$ cat src/design/sgd_pkg.sv
// sgd_pkg: shared types and constants of the Shift-JIS / GBK detector.
// Used by every module under design/; depends on nothing.
package sgd_pkg;

  localparam int SCAN_BYTES = 262144;
  localparam int SCAN_W     = $clog2(SCAN_BYTES + 1);
  localparam int CNT_W      = 19;
  localparam int DATA_W     = 8;
  localparam int OUT_W      = 136;   // 2 + 7 * 19 = 135, padded to bytes
  localparam int Q_DEPTH    = 4;
  localparam int Q_AW       = $clog2(Q_DEPTH);
  localparam int Q_CW       = $clog2(Q_DEPTH + 1);
  localparam int MIN_CHARS  = 16;

  typedef enum logic [1:0] {
    ENC_UNKNOWN = 2'd0,
    ENC_SJIS    = 2'd1,
    ENC_GBK     = 2'd2
  } enc_t;

  // One classified input item, as it sits in the queue.
  typedef struct packed {
    logic use_byte;      // byte is real and inside the scan window
    logic last;          // end of buffer
    logic s_trail_ok;    // legal Shift-JIS trail
    logic s_hira_trail;  // trail of a hiragana pair
    logic s_kana;        // half-width katakana
    logic s_lead;        // Shift-JIS lead byte
    logic s_bad;         // illegal single byte under Shift-JIS
    logic s_lead82;      // lead of the hiragana block
    logic g_trail_ok;    // legal GBK trail
    logic g_hanzi_trail; // trail of a level-1 hanzi pair
    logic g_lead;        // GBK lead byte
    logic g_bad;         // illegal single byte under GBK
    logic g_lead_hz;     // lead of the level-1 hanzi block
  } ev_t;

  typedef struct packed {
    logic [CNT_W-1:0] sinv;
    logic [CNT_W-1:0] ginv;
    logic [CNT_W-1:0] spair;
    logic [CNT_W-1:0] gpair;
    logic [CNT_W-1:0] hira;
    logic [CNT_W-1:0] kana;
    logic [CNT_W-1:0] hanzi;
  } tally_t;

endpackage

$ cat src/design/sjis_gbk_encoding_detector_top.sv
// Result path: the end-of-buffer (s_tlast) item reaches m_tvalid through the
// queue and a three-deep pipeline of snapshot, flag and output registers; later
// bytes keep streaming. Throughput: one input transfer per cycle, set by the
// back-end parser and tally update, until an end-of-buffer item waiting on a
// full snapshot slot lets the queue fill. Reset: rst is synchronous, active
// high; clears scan count, parsers, tallies, queue and all valid flags.
// No clearing pass is needed. Top level of the Shift-JIS / GBK detector;
// depends on sgd_pkg, sgd_front, sgd_queue, sgd_back and sgd_decide.
module sjis_gbk_encoding_detector_top (
  input  logic         clk,
  input  logic         rst,
  // input stream
  input  logic         s_tvalid,
  output logic         s_tready,
  input  logic [7:0]   s_tdata,   // [7:0] data_byte
  input  logic         s_tuser,   // [0] has_byte
  input  logic         s_tlast,   // last_item
  // result stream
  output logic         m_tvalid,
  input  logic         m_tready,
  // [1:0] encoding, [20:2] sjis_invalid_count, [39:21] gbk_invalid_count,
  // [58:40] sjis_pair_count, [77:59] gbk_pair_count, [96:78] hiragana_count,
  // [115:97] katakana_count, [134:116] hanzi_count, [135] zero
  output logic [sgd_pkg::OUT_W-1:0] m_tdata
);
  import sgd_pkg::*;

  // front -> queue
  ev_t    fr_ev;
  logic   fr_valid, fr_ready;
  // queue -> back
  ev_t    q_ev;
  logic   q_valid, q_ready;
  // back -> decide: tally snapshot per buffer
  tally_t snap;
  logic   snap_valid, snap_ready;
  // decide -> ports
  enc_t   enc;
  tally_t cnt;

  // Front: scan window and byte classification, no buffering of its own.
  sgd_front u_front (
    .clk      (clk),
    .rst      (rst),
    .in_valid (s_tvalid),
    .in_ready (s_tready),
    .in_byte  (s_tdata),
    .in_has   (s_tuser),
    .in_last  (s_tlast),
    .ev_valid (fr_valid),
    .ev_ready (fr_ready),
    .ev       (fr_ev)
  );

  // Queue decouples the front from a back end stalled on a full snapshot slot.
  sgd_queue u_queue (
    .clk       (clk),
    .rst       (rst),
    .in_valid  (fr_valid),
    .in_ready  (fr_ready),
    .in_ev     (fr_ev),
    .out_valid (q_valid),
    .out_ready (q_ready),
    .out_ev    (q_ev)
  );

  // Back: both parsers and the seven saturating tallies.
  sgd_back u_back (
    .clk       (clk),
    .rst       (rst),
    .ev_valid  (q_valid),
    .ev_ready  (q_ready),
    .ev        (q_ev),
    .res_valid (snap_valid),
    .res_ready (snap_ready),
    .res       (snap)
  );

  // Decision pipeline and output register.
  sgd_decide u_decide (
    .clk       (clk),
    .rst       (rst),
    .res_valid (snap_valid),
    .res_ready (snap_ready),
    .res       (snap),
    .out_valid (m_tvalid),
    .out_ready (m_tready),
    .out_enc   (enc),
    .out_cnt   (cnt)
  );

  assign m_tdata = {1'b0, cnt.hanzi, cnt.kana, cnt.hira, cnt.gpair, cnt.spair,
                    cnt.ginv, cnt.sinv, enc};

endmodule

$ cat src/design/sgd_front.sv
// sgd_front: accepts input transfers, applies the scan window and
// classifies each byte for both parsers. Depends on sgd_pkg.
module sgd_front (
  input  logic                      clk,
  input  logic                      rst,
  input  logic                      in_valid,
  output logic                      in_ready,
  input  logic [sgd_pkg::DATA_W-1:0] in_byte,
  input  logic                      in_has,
  input  logic                      in_last,
  output logic                      ev_valid,
  input  logic                      ev_ready,
  output sgd_pkg::ev_t              ev
);
  import sgd_pkg::*;

  logic [SCAN_W-1:0] bytes_seen;
  logic [SCAN_W-1:0] bytes_seen_next;
  logic              in_window;
  logic              accept;

  assign in_ready  = ev_ready;
  assign ev_valid  = in_valid;
  assign accept    = in_valid && ev_ready;
  assign in_window = bytes_seen < SCAN_W'(SCAN_BYTES);

  always_comb begin
    ev               = '0;
    ev.use_byte      = in_has && in_window;
    ev.last          = in_last;
    ev.s_trail_ok    = (in_byte >= 8'h40 && in_byte <= 8'h7E) ||
                       (in_byte >= 8'h80 && in_byte <= 8'hFC);
    ev.s_hira_trail  = in_byte >= 8'h9F && in_byte <= 8'hF1;
    ev.s_kana        = in_byte >= 8'hA1 && in_byte <= 8'hDF;
    ev.s_lead        = (in_byte >= 8'h81 && in_byte <= 8'h9F) ||
                       (in_byte >= 8'hE0 && in_byte <= 8'hFC);
    ev.s_bad         = in_byte == 8'h80 || in_byte == 8'hA0 || in_byte >= 8'hFD;
    ev.s_lead82      = in_byte == 8'h82;
    ev.g_trail_ok    = (in_byte >= 8'h40 && in_byte <= 8'h7E) ||
                       (in_byte >= 8'h80 && in_byte <= 8'hFE);
    ev.g_hanzi_trail = in_byte >= 8'hA1 && in_byte <= 8'hFE;
    ev.g_lead        = in_byte >= 8'h81 && in_byte <= 8'hFE;
    ev.g_bad         = in_byte == 8'h80 || in_byte == 8'hFF;
    ev.g_lead_hz     = in_byte >= 8'hB0 && in_byte <= 8'hD7;
  end

  always_comb begin
    bytes_seen_next = bytes_seen;
    if (accept) begin
      if (in_last) begin
        bytes_seen_next = '0;
      end else if (in_has && in_window) begin
        bytes_seen_next = bytes_seen + SCAN_W'(1);
      end
    end
  end

  always_ff @(posedge clk) begin
    if (rst) begin
      bytes_seen <= '0;
    end else begin
      bytes_seen <= bytes_seen_next;
    end
  end

endmodule

$ cat src/design/sgd_queue.sv
// sgd_queue: short register FIFO of classified items between front and back.
// Depends on sgd_pkg.
module sgd_queue (
  input  logic         clk,
  input  logic         rst,
  input  logic         in_valid,
  output logic         in_ready,
  input  sgd_pkg::ev_t in_ev,
  output logic         out_valid,
  input  logic         out_ready,
  output sgd_pkg::ev_t out_ev
);
  import sgd_pkg::*;

  ev_t             slots [Q_DEPTH];
  logic [Q_AW-1:0] wr_ptr;
  logic [Q_AW-1:0] rd_ptr;
  logic [Q_CW-1:0] count;
  logic            push;
  logic            pop;

  assign in_ready  = count != Q_CW'(Q_DEPTH);
  assign out_valid = count != '0;
  assign out_ev    = slots[rd_ptr];
  assign push      = in_valid && in_ready;
  assign pop       = out_valid && out_ready;

  always_ff @(posedge clk) begin
    if (push) begin
      slots[wr_ptr] <= in_ev;
    end
  end

  always_ff @(posedge clk) begin
    if (rst) begin
      wr_ptr <= '0;
      rd_ptr <= '0;
      count  <= '0;
    end else begin
      if (push) wr_ptr <= wr_ptr + Q_AW'(1);
      if (pop)  rd_ptr <= rd_ptr + Q_AW'(1);
      unique case ({push, pop})
        2'b10:   count <= count + Q_CW'(1);
        2'b01:   count <= count - Q_CW'(1);
        default: count <= count;
      endcase
    end
  end

endmodule

$ cat src/design/sgd_back.sv
// sgd_back: runs both pair parsers and the saturating tallies, and hands a
// snapshot of the tallies onward at the end of each buffer. Depends on sgd_pkg.
module sgd_back (
  input  logic           clk,
  input  logic           rst,
  input  logic           ev_valid,
  output logic           ev_ready,
  input  sgd_pkg::ev_t   ev,
  output logic           res_valid,
  input  logic           res_ready,
  output sgd_pkg::tally_t res
);
  import sgd_pkg::*;

  tally_t cnt;
  tally_t cnt_next;
  logic   s_wait, s_wait_next, s_lead82, s_lead82_next;
  logic   g_wait, g_wait_next, g_lead_hz, g_lead_hz_next;
  logic   take;
  logic   i_sinv, i_ginv, i_spair, i_gpair, i_hira, i_kana, i_hanzi;

  function automatic logic [CNT_W-1:0] bump(input logic [CNT_W-1:0] v, input logic inc);
    bump = (inc && v != '1) ? v + CNT_W'(1) : v;
  endfunction

  // Only an end-of-buffer item needs the snapshot slot free.
  assign ev_ready = !ev.last || !res_valid || res_ready;
  assign take     = ev_valid && ev_ready;

  always_comb begin
    i_sinv = 1'b0; i_ginv = 1'b0; i_spair = 1'b0; i_gpair = 1'b0;
    i_hira = 1'b0; i_kana = 1'b0; i_hanzi = 1'b0;
    s_wait_next   = s_wait;
    s_lead82_next = s_lead82;
    g_wait_next   = g_wait;
    g_lead_hz_next = g_lead_hz;
    if (ev.use_byte) begin
      if (s_wait) begin
        s_wait_next = 1'b0;
        i_spair     = ev.s_trail_ok;
        i_hira      = ev.s_trail_ok && s_lead82 && ev.s_hira_trail;
        i_sinv      = !ev.s_trail_ok;
      end else if (ev.s_kana) begin
        i_kana = 1'b1;
      end else if (ev.s_lead) begin
        s_wait_next   = 1'b1;
        s_lead82_next = ev.s_lead82;
      end else begin
        i_sinv = ev.s_bad;
      end
      if (g_wait) begin
        g_wait_next = 1'b0;
        i_gpair     = ev.g_trail_ok;
        i_hanzi     = ev.g_trail_ok && g_lead_hz && ev.g_hanzi_trail;
        i_ginv      = !ev.g_trail_ok;
      end else if (ev.g_lead) begin
        g_wait_next    = 1'b1;
        g_lead_hz_next = ev.g_lead_hz;
      end else begin
        i_ginv = ev.g_bad;
      end
    end
    cnt_next.sinv  = bump(cnt.sinv,  i_sinv);
    cnt_next.ginv  = bump(cnt.ginv,  i_ginv);
    cnt_next.spair = bump(cnt.spair, i_spair);
    cnt_next.gpair = bump(cnt.gpair, i_gpair);
    cnt_next.hira  = bump(cnt.hira,  i_hira);
    cnt_next.kana  = bump(cnt.kana,  i_kana);
    cnt_next.hanzi = bump(cnt.hanzi, i_hanzi);
  end

  always_ff @(posedge clk) begin
    if (take && ev.last) begin
      res <= cnt_next;
    end
  end

  always_ff @(posedge clk) begin
    if (rst) begin
      cnt       <= '0;
      s_wait    <= 1'b0;
      s_lead82  <= 1'b0;
      g_wait    <= 1'b0;
      g_lead_hz <= 1'b0;
      res_valid <= 1'b0;
    end else begin
      if (res_ready) res_valid <= 1'b0;
      if (take) begin
        if (ev.last) begin
          // pending leads are dropped, everything starts over
          cnt       <= '0;
          s_wait    <= 1'b0;
          s_lead82  <= 1'b0;
          g_wait    <= 1'b0;
          g_lead_hz <= 1'b0;
          res_valid <= 1'b1;
        end else begin
          cnt       <= cnt_next;
          s_wait    <= s_wait_next;
          s_lead82  <= s_lead82_next;
          g_wait    <= g_wait_next;
          g_lead_hz <= g_lead_hz_next;
        end
      end
    end
  end

endmodule

$ cat src/design/sgd_decide.sv
// sgd_decide: rate tests by integer cross-multiplication, then the encoding
// choice and the output register. Depends on sgd_pkg.
module sgd_decide (
  input  logic            clk,
  input  logic            rst,
  input  logic            res_valid,
  output logic            res_ready,
  input  sgd_pkg::tally_t res,
  output logic            out_valid,
  input  logic            out_ready,
  output sgd_pkg::enc_t   out_enc,
  output sgd_pkg::tally_t out_cnt
);
  import sgd_pkg::*;

  localparam int SUM_W  = CNT_W + 2;
  localparam int PROD_W = CNT_W + 8;

  typedef struct packed {
    logic few;
    logic s_clean;
    logic s_dirty;
    logic g_clean;
    logic g_dirty;
    logic h_win;
    logic c_win;
  } flags_t;

  flags_t            fl, fl_reg;
  tally_t            cnt_reg;
  logic              st_valid;
  logic              st_ready;
  logic [SUM_W-1:0]  sc, g, si, gi, h, c;
  logic [PROD_W-1:0] s_tot, g_tot, h10, c10;
  enc_t              enc;

  assign st_ready  = !out_valid || out_ready;
  assign res_ready = !st_valid || st_ready;

  always_comb begin
    sc    = SUM_W'(res.spair) + SUM_W'(res.kana);
    g     = SUM_W'(res.gpair);
    si    = SUM_W'(res.sinv);
    gi    = SUM_W'(res.ginv);
    h     = SUM_W'(res.hira);
    c     = SUM_W'(res.hanzi);
    s_tot = PROD_W'(sc) + PROD_W'(si);
    g_tot = PROD_W'(g) + PROD_W'(gi);
    h10   = PROD_W'(h) * PROD_W'(10);
    c10   = PROD_W'(c) * PROD_W'(10);
    fl.few     = sc < SUM_W'(MIN_CHARS) && g < SUM_W'(MIN_CHARS);
    fl.s_clean = sc != '0 && PROD_W'(si) * PROD_W'(100) < s_tot;
    fl.s_dirty = sc == '0 || PROD_W'(si) * PROD_W'(20) > s_tot;
    fl.g_clean = g != '0 && PROD_W'(gi) * PROD_W'(100) < g_tot;
    fl.g_dirty = g == '0 || PROD_W'(gi) * PROD_W'(20) > g_tot;
    // 10h > max(sc, g) split into two compares
    fl.h_win   = h > (c << 1) && h10 > PROD_W'(sc) && h10 > PROD_W'(g);
    fl.c_win   = c > (h << 1) && c10 > PROD_W'(sc) && c10 > PROD_W'(g);
  end

  always_comb begin
    priority if (fl_reg.few) begin
      enc = ENC_UNKNOWN;
    end else if (fl_reg.s_clean && fl_reg.g_dirty) begin
      enc = ENC_SJIS;
    end else if (fl_reg.g_clean && fl_reg.s_dirty) begin
      enc = ENC_GBK;
    end else if (fl_reg.h_win) begin
      enc = ENC_SJIS;
    end else if (fl_reg.c_win) begin
      enc = ENC_GBK;
    end else begin
      enc = ENC_UNKNOWN;
    end
  end

  always_ff @(posedge clk) begin
    if (res_valid && res_ready) begin
      fl_reg  <= fl;
      cnt_reg <= res;
    end
    if (st_valid && st_ready) begin
      out_enc <= enc;
      out_cnt <= cnt_reg;
    end
  end

  always_ff @(posedge clk) begin
    if (rst) begin
      st_valid  <= 1'b0;
      out_valid <= 1'b0;
    end else begin
      if (res_ready) st_valid  <= res_valid;
      if (st_ready)  out_valid <= st_valid;
    end
  end

endmodule

$ cat config.mk
export PLATFORM = sky130hd
export DESIGN_NAME = sjis_gbk_encoding_detector_top
export DESIGN_NICKNAME = d
export VERILOG_FILES = /design/src/design/sgd_pkg.sv /design/src/design/sjis_gbk_encoding_detector_top.sv /design/src/design/sgd_front.sv /design/src/design/sgd_queue.sv /design/src/design/sgd_back.sv /design/src/design/sgd_decide.sv
export SDC_FILE = /design/constraint.sdc
export NUM_CORES = 1
export LEC_CHECK = 0
export ABC_AREA = 1
export BUFFER_PORTS_ARGS = -buffer_cell sky130_fd_sc_hd__buf_2
export CAP_MARGIN = 20
export CORE_MARGIN = 1
export CORE_UTILIZATION = 68
export DETAILED_ROUTE_END_ITERATION = 6
export PLACE_DENSITY = 0.86
export SETUP_SLACK_MARGIN = 0.2
export SYNTH_ARGS = -nofsm -noshare
export SYNTH_HDL_FRONTEND = slang
export SYNTH_SLANG_ARGS = --single-unit
export TNS_END_PERCENT = 100
$ cat constraint.sdc
create_clock -name clk -period 23.8 [get_ports clk]
set_clock_uncertainty 0.1 [all_clocks]
set_input_delay 2.38 -clock clk [delete_from_list [all_inputs] [get_ports clk]]
set_output_delay 2.38 -clock clk [all_outputs]
set_load 0.1 [all_outputs]
==> impl_results.md <==
* Most common cell after layout, fill and taps aside: nand2_1
* CTS buffer count at 66
* Top cell type's share of synthesized area at 33.73%
* Drt pass-1 iters at 7
* Input/output buffers at 150
* Busiest grt layer: met2
* Required @ worst endpoint at around 24 ns
* Synth warn at 0
* Clock Latency Late Sink at about 0.63 ns
* Hold_sp: u_decide.cnt_reg[115]
* Number of global-route vias before repair at between 30000 and 40000
* Post-CTS resize count at 0
* Worst Path Max Fanout at 6
* Slew margin rel. at between 10% and 20%
* Clock buffer depth at 3
* Final Worst Setup Slack at 18.54 ns
* Critical path endpoint category: register
* Cells after Synth at roughly 4700
* Worst Setup SP: u_back.res[21]
* GRT overflow at 0
* Slowest CP cell: xor2_1
* H-Tree Depth at 3
* RSZ-0062 raised after global routing: no
* Die Y at between 200 and 250 um
* Met2 Use GR at 57.12%
* Routed vias/inst at between 5 and 6
* Failing checks: DRC
* Status: finished with violations
* Seq cells post-synth at 628
* Per-cell routed wire length at roughly 18 um
* Syn Nets at roughly 5300
* Critical path launch point type: register
* Peak Freq at 190.1 MHz
* Most frequent cells in the layout: nand2_1 (1092), inv_1 (620), ha_1 (504)
* Final worst-path cycle share at around 22%
* Cell accounting for the most synthesized area: edfxtp_1
* Max-cap violations at 0
* TNS Setup at 0 ns
* Final setup viols at 0
* IO Count at 152
* Antenna violations before repair at 1
* DRT iter0 DRCs at between 3000 and 4000
* Post-Route WL at 104000 um
* Worst R2R Start: u_back.res[21]
* Period minus WS final at ~5.3 ns
* Final routed DRC violation total at 10
* Root buffer cell: clkbuf_16
* Mean post-synth cell area at 8.663 sq um
* Final Instance Count excl. Fillers at about 5700
* Final hold violation count at 0
* Place WS at 18.51 ns
* Row Count at 89
* Layout cells sized above 1 at approximately 7.5%
* CTS tree: yes
* Post-CTS setup buffer count at 0
* Die X at 247.4 um
* Nets at 5436
* Die area at 61200 sq um
* Pins Over Slew Limit at 0
* Least-Margin Pin Slew at about 1.2 ns
* Ys flop type: edfxtp_1
* Async set or reset register ratio after synthesis at 0%
* Hold Buf Count CTS at 0
* CTS clk-pin slew, worst paths at ~0.06 ns
* Met1 Track Usage GR at a little over two fifths
* Placed cells at ~5600
* Remaining antenna violation count at 0
* Design area at between 40000 and 50000 sq um
* Worst path most repeated cell: nand2_1
* Final HPWL DP at 75720 um
* Critical Path AT at 5.54 ns
* Placed Area at 42400 sq um
* Met3 usage at 5.147%
* Synth cell types at 65
* Worst path max stage delay at approximately 0.52 ns
* Area grow syn2layout at 8.919%
* Pin count of the biggest net entering global routing at 99
* Via Count at approximately 33000
* Crit Path Category: reg -> reg
* Top cells by area, synth: edfxtp_1 (34%), ha_1 (15%), nand2_1 (10%), dfxtp_1 (8.2%), inv_1 (5.7%)
* Initial Utilization at between 60% and 70%
* Min-Delay Path Class: reg -> reg
* Gr usage total at 34.18%
* EDFF count, synth at 460
* RePlAce Congestion at ~0.99
* Area of the mapped netlist at 40950 sq um
* Seq/Total Area, Yosys at 41.95%
* Core area at 59240 sq um
* N_diodes at 0
* First-pass GRT wire length at 164300 um
* Clk sinks at 628
-- synth_stat cells, types with 5 or more instances --
| library cell | n |
|---|---|
| nand3_1 | 182 |
| nand2_2 | 7 |
| o22ai_1 | 7 |
| inv_2 | 57 |
| xnor2_1 | 78 |
| buf_2 | 24 |
| o21ai_0 | 145 |
| nand3b_1 | 17 |
| edfxtp_1 | 460 |
| clkbuf_1 | 39 |
| inv_1 | 621 |
| or2_2 | 6 |
| a21oi_1 | 393 |
| buf_6 | 5 |
| fa_1 | 36 |
| a211oi_1 | 21 |
| nor3_2 | 7 |
| a21o_1 | 13 |
| xor2_1 | 154 |
| nor2_1 | 312 |
| nor4_1 | 28 |
| a31oi_1 | 17 |
| nand2_1 | 1092 |
| dfxtp_1 | 168 |
| nand4_1 | 82 |
| o21bai_1 | 12 |
| nor2_2 | 5 |
| o211ai_1 | 11 |
| a21boi_0 | 5 |
| o21ai_1 | 65 |
| ha_1 | 504 |
| nor3_1 | 84 |
| o31ai_1 | 8 |
-- final timing paths --
kind         slack, ns                    end  cells past startpoint
max reg2reg      18.54     u_decide.fl_reg[4]                     29
max              18.54     u_decide.fl_reg[4]                     29
min reg2reg       0.32  u_decide.out_cnt[115]                      0
min               0.32  u_decide.out_cnt[115]                      0
-- worst max-delay path: cells and delay by family, from the launching register on --
kind / cells / cell delay [ns]
flip-flops: 1 / 0.42
buffers and inverters: 4 / 0.32
AO/OA/AOI/OAI: 3 / 0.73
XOR/XNOR: 2 / 0.78
adder cells (fa/ha/maj): 3 / 0.97
AND/OR/NAND/NOR: 17 / 1.70
-- cell type report --
type | count | area, sq um
Timing Repair Buffer | 165 | 898.4
Sequential cell | 628 | 17180
Fill cell | 4207 | 14640
Clock inverter | 37 | 391.6
Inverter | 680 | 2572
Clock buffer | 85 | 1763
Tap cell | 773 | 967.2
Multi-Input combinational cell | 3341 | 20830
-- kinds of logic after synthesis --
| logic type | after synthesis | share of synthesized area, % |
|---|---|---|
| xor gates and xnor gates | 232 | 4.962 |
| other | 1 | 0.009158 |
| and+or+nand+nor | 1837 | 18.89 |
| AOI/OAI and AO/OA | 731 | 9.805 |
| adders and majority gates | 540 | 17.16 |
| DFF | 628 | 41.95 |
| buffers and inverters | 758 | 7.226 |
-- through the flow --
| step | hold slack [ns] | utilization (%) |
|---|---|---|
| global placement | 0.3000 | 71.57 |
| finish | 0.3162 | 75.29 |
| floorplan | 0.3003 | - |
| CTS | 0.3168 | 75.21 |
| detailed placement | 0.3045 | 71.57 |
| global route | 0.3253 | 75.29 |
-- metal layers --
layer | part of all wire, % | vias up
li1 | - | 16262
met5 | 0 | -
met4 | 5.1 | 0
met2 | 47 | 1324
met3 | 6.7 | 316
met1 | 41 | 15572
Power is left out: the tool's default activity adds up to more than one toggle a clock period on the data nets, which glitch-free logic cannot reach.
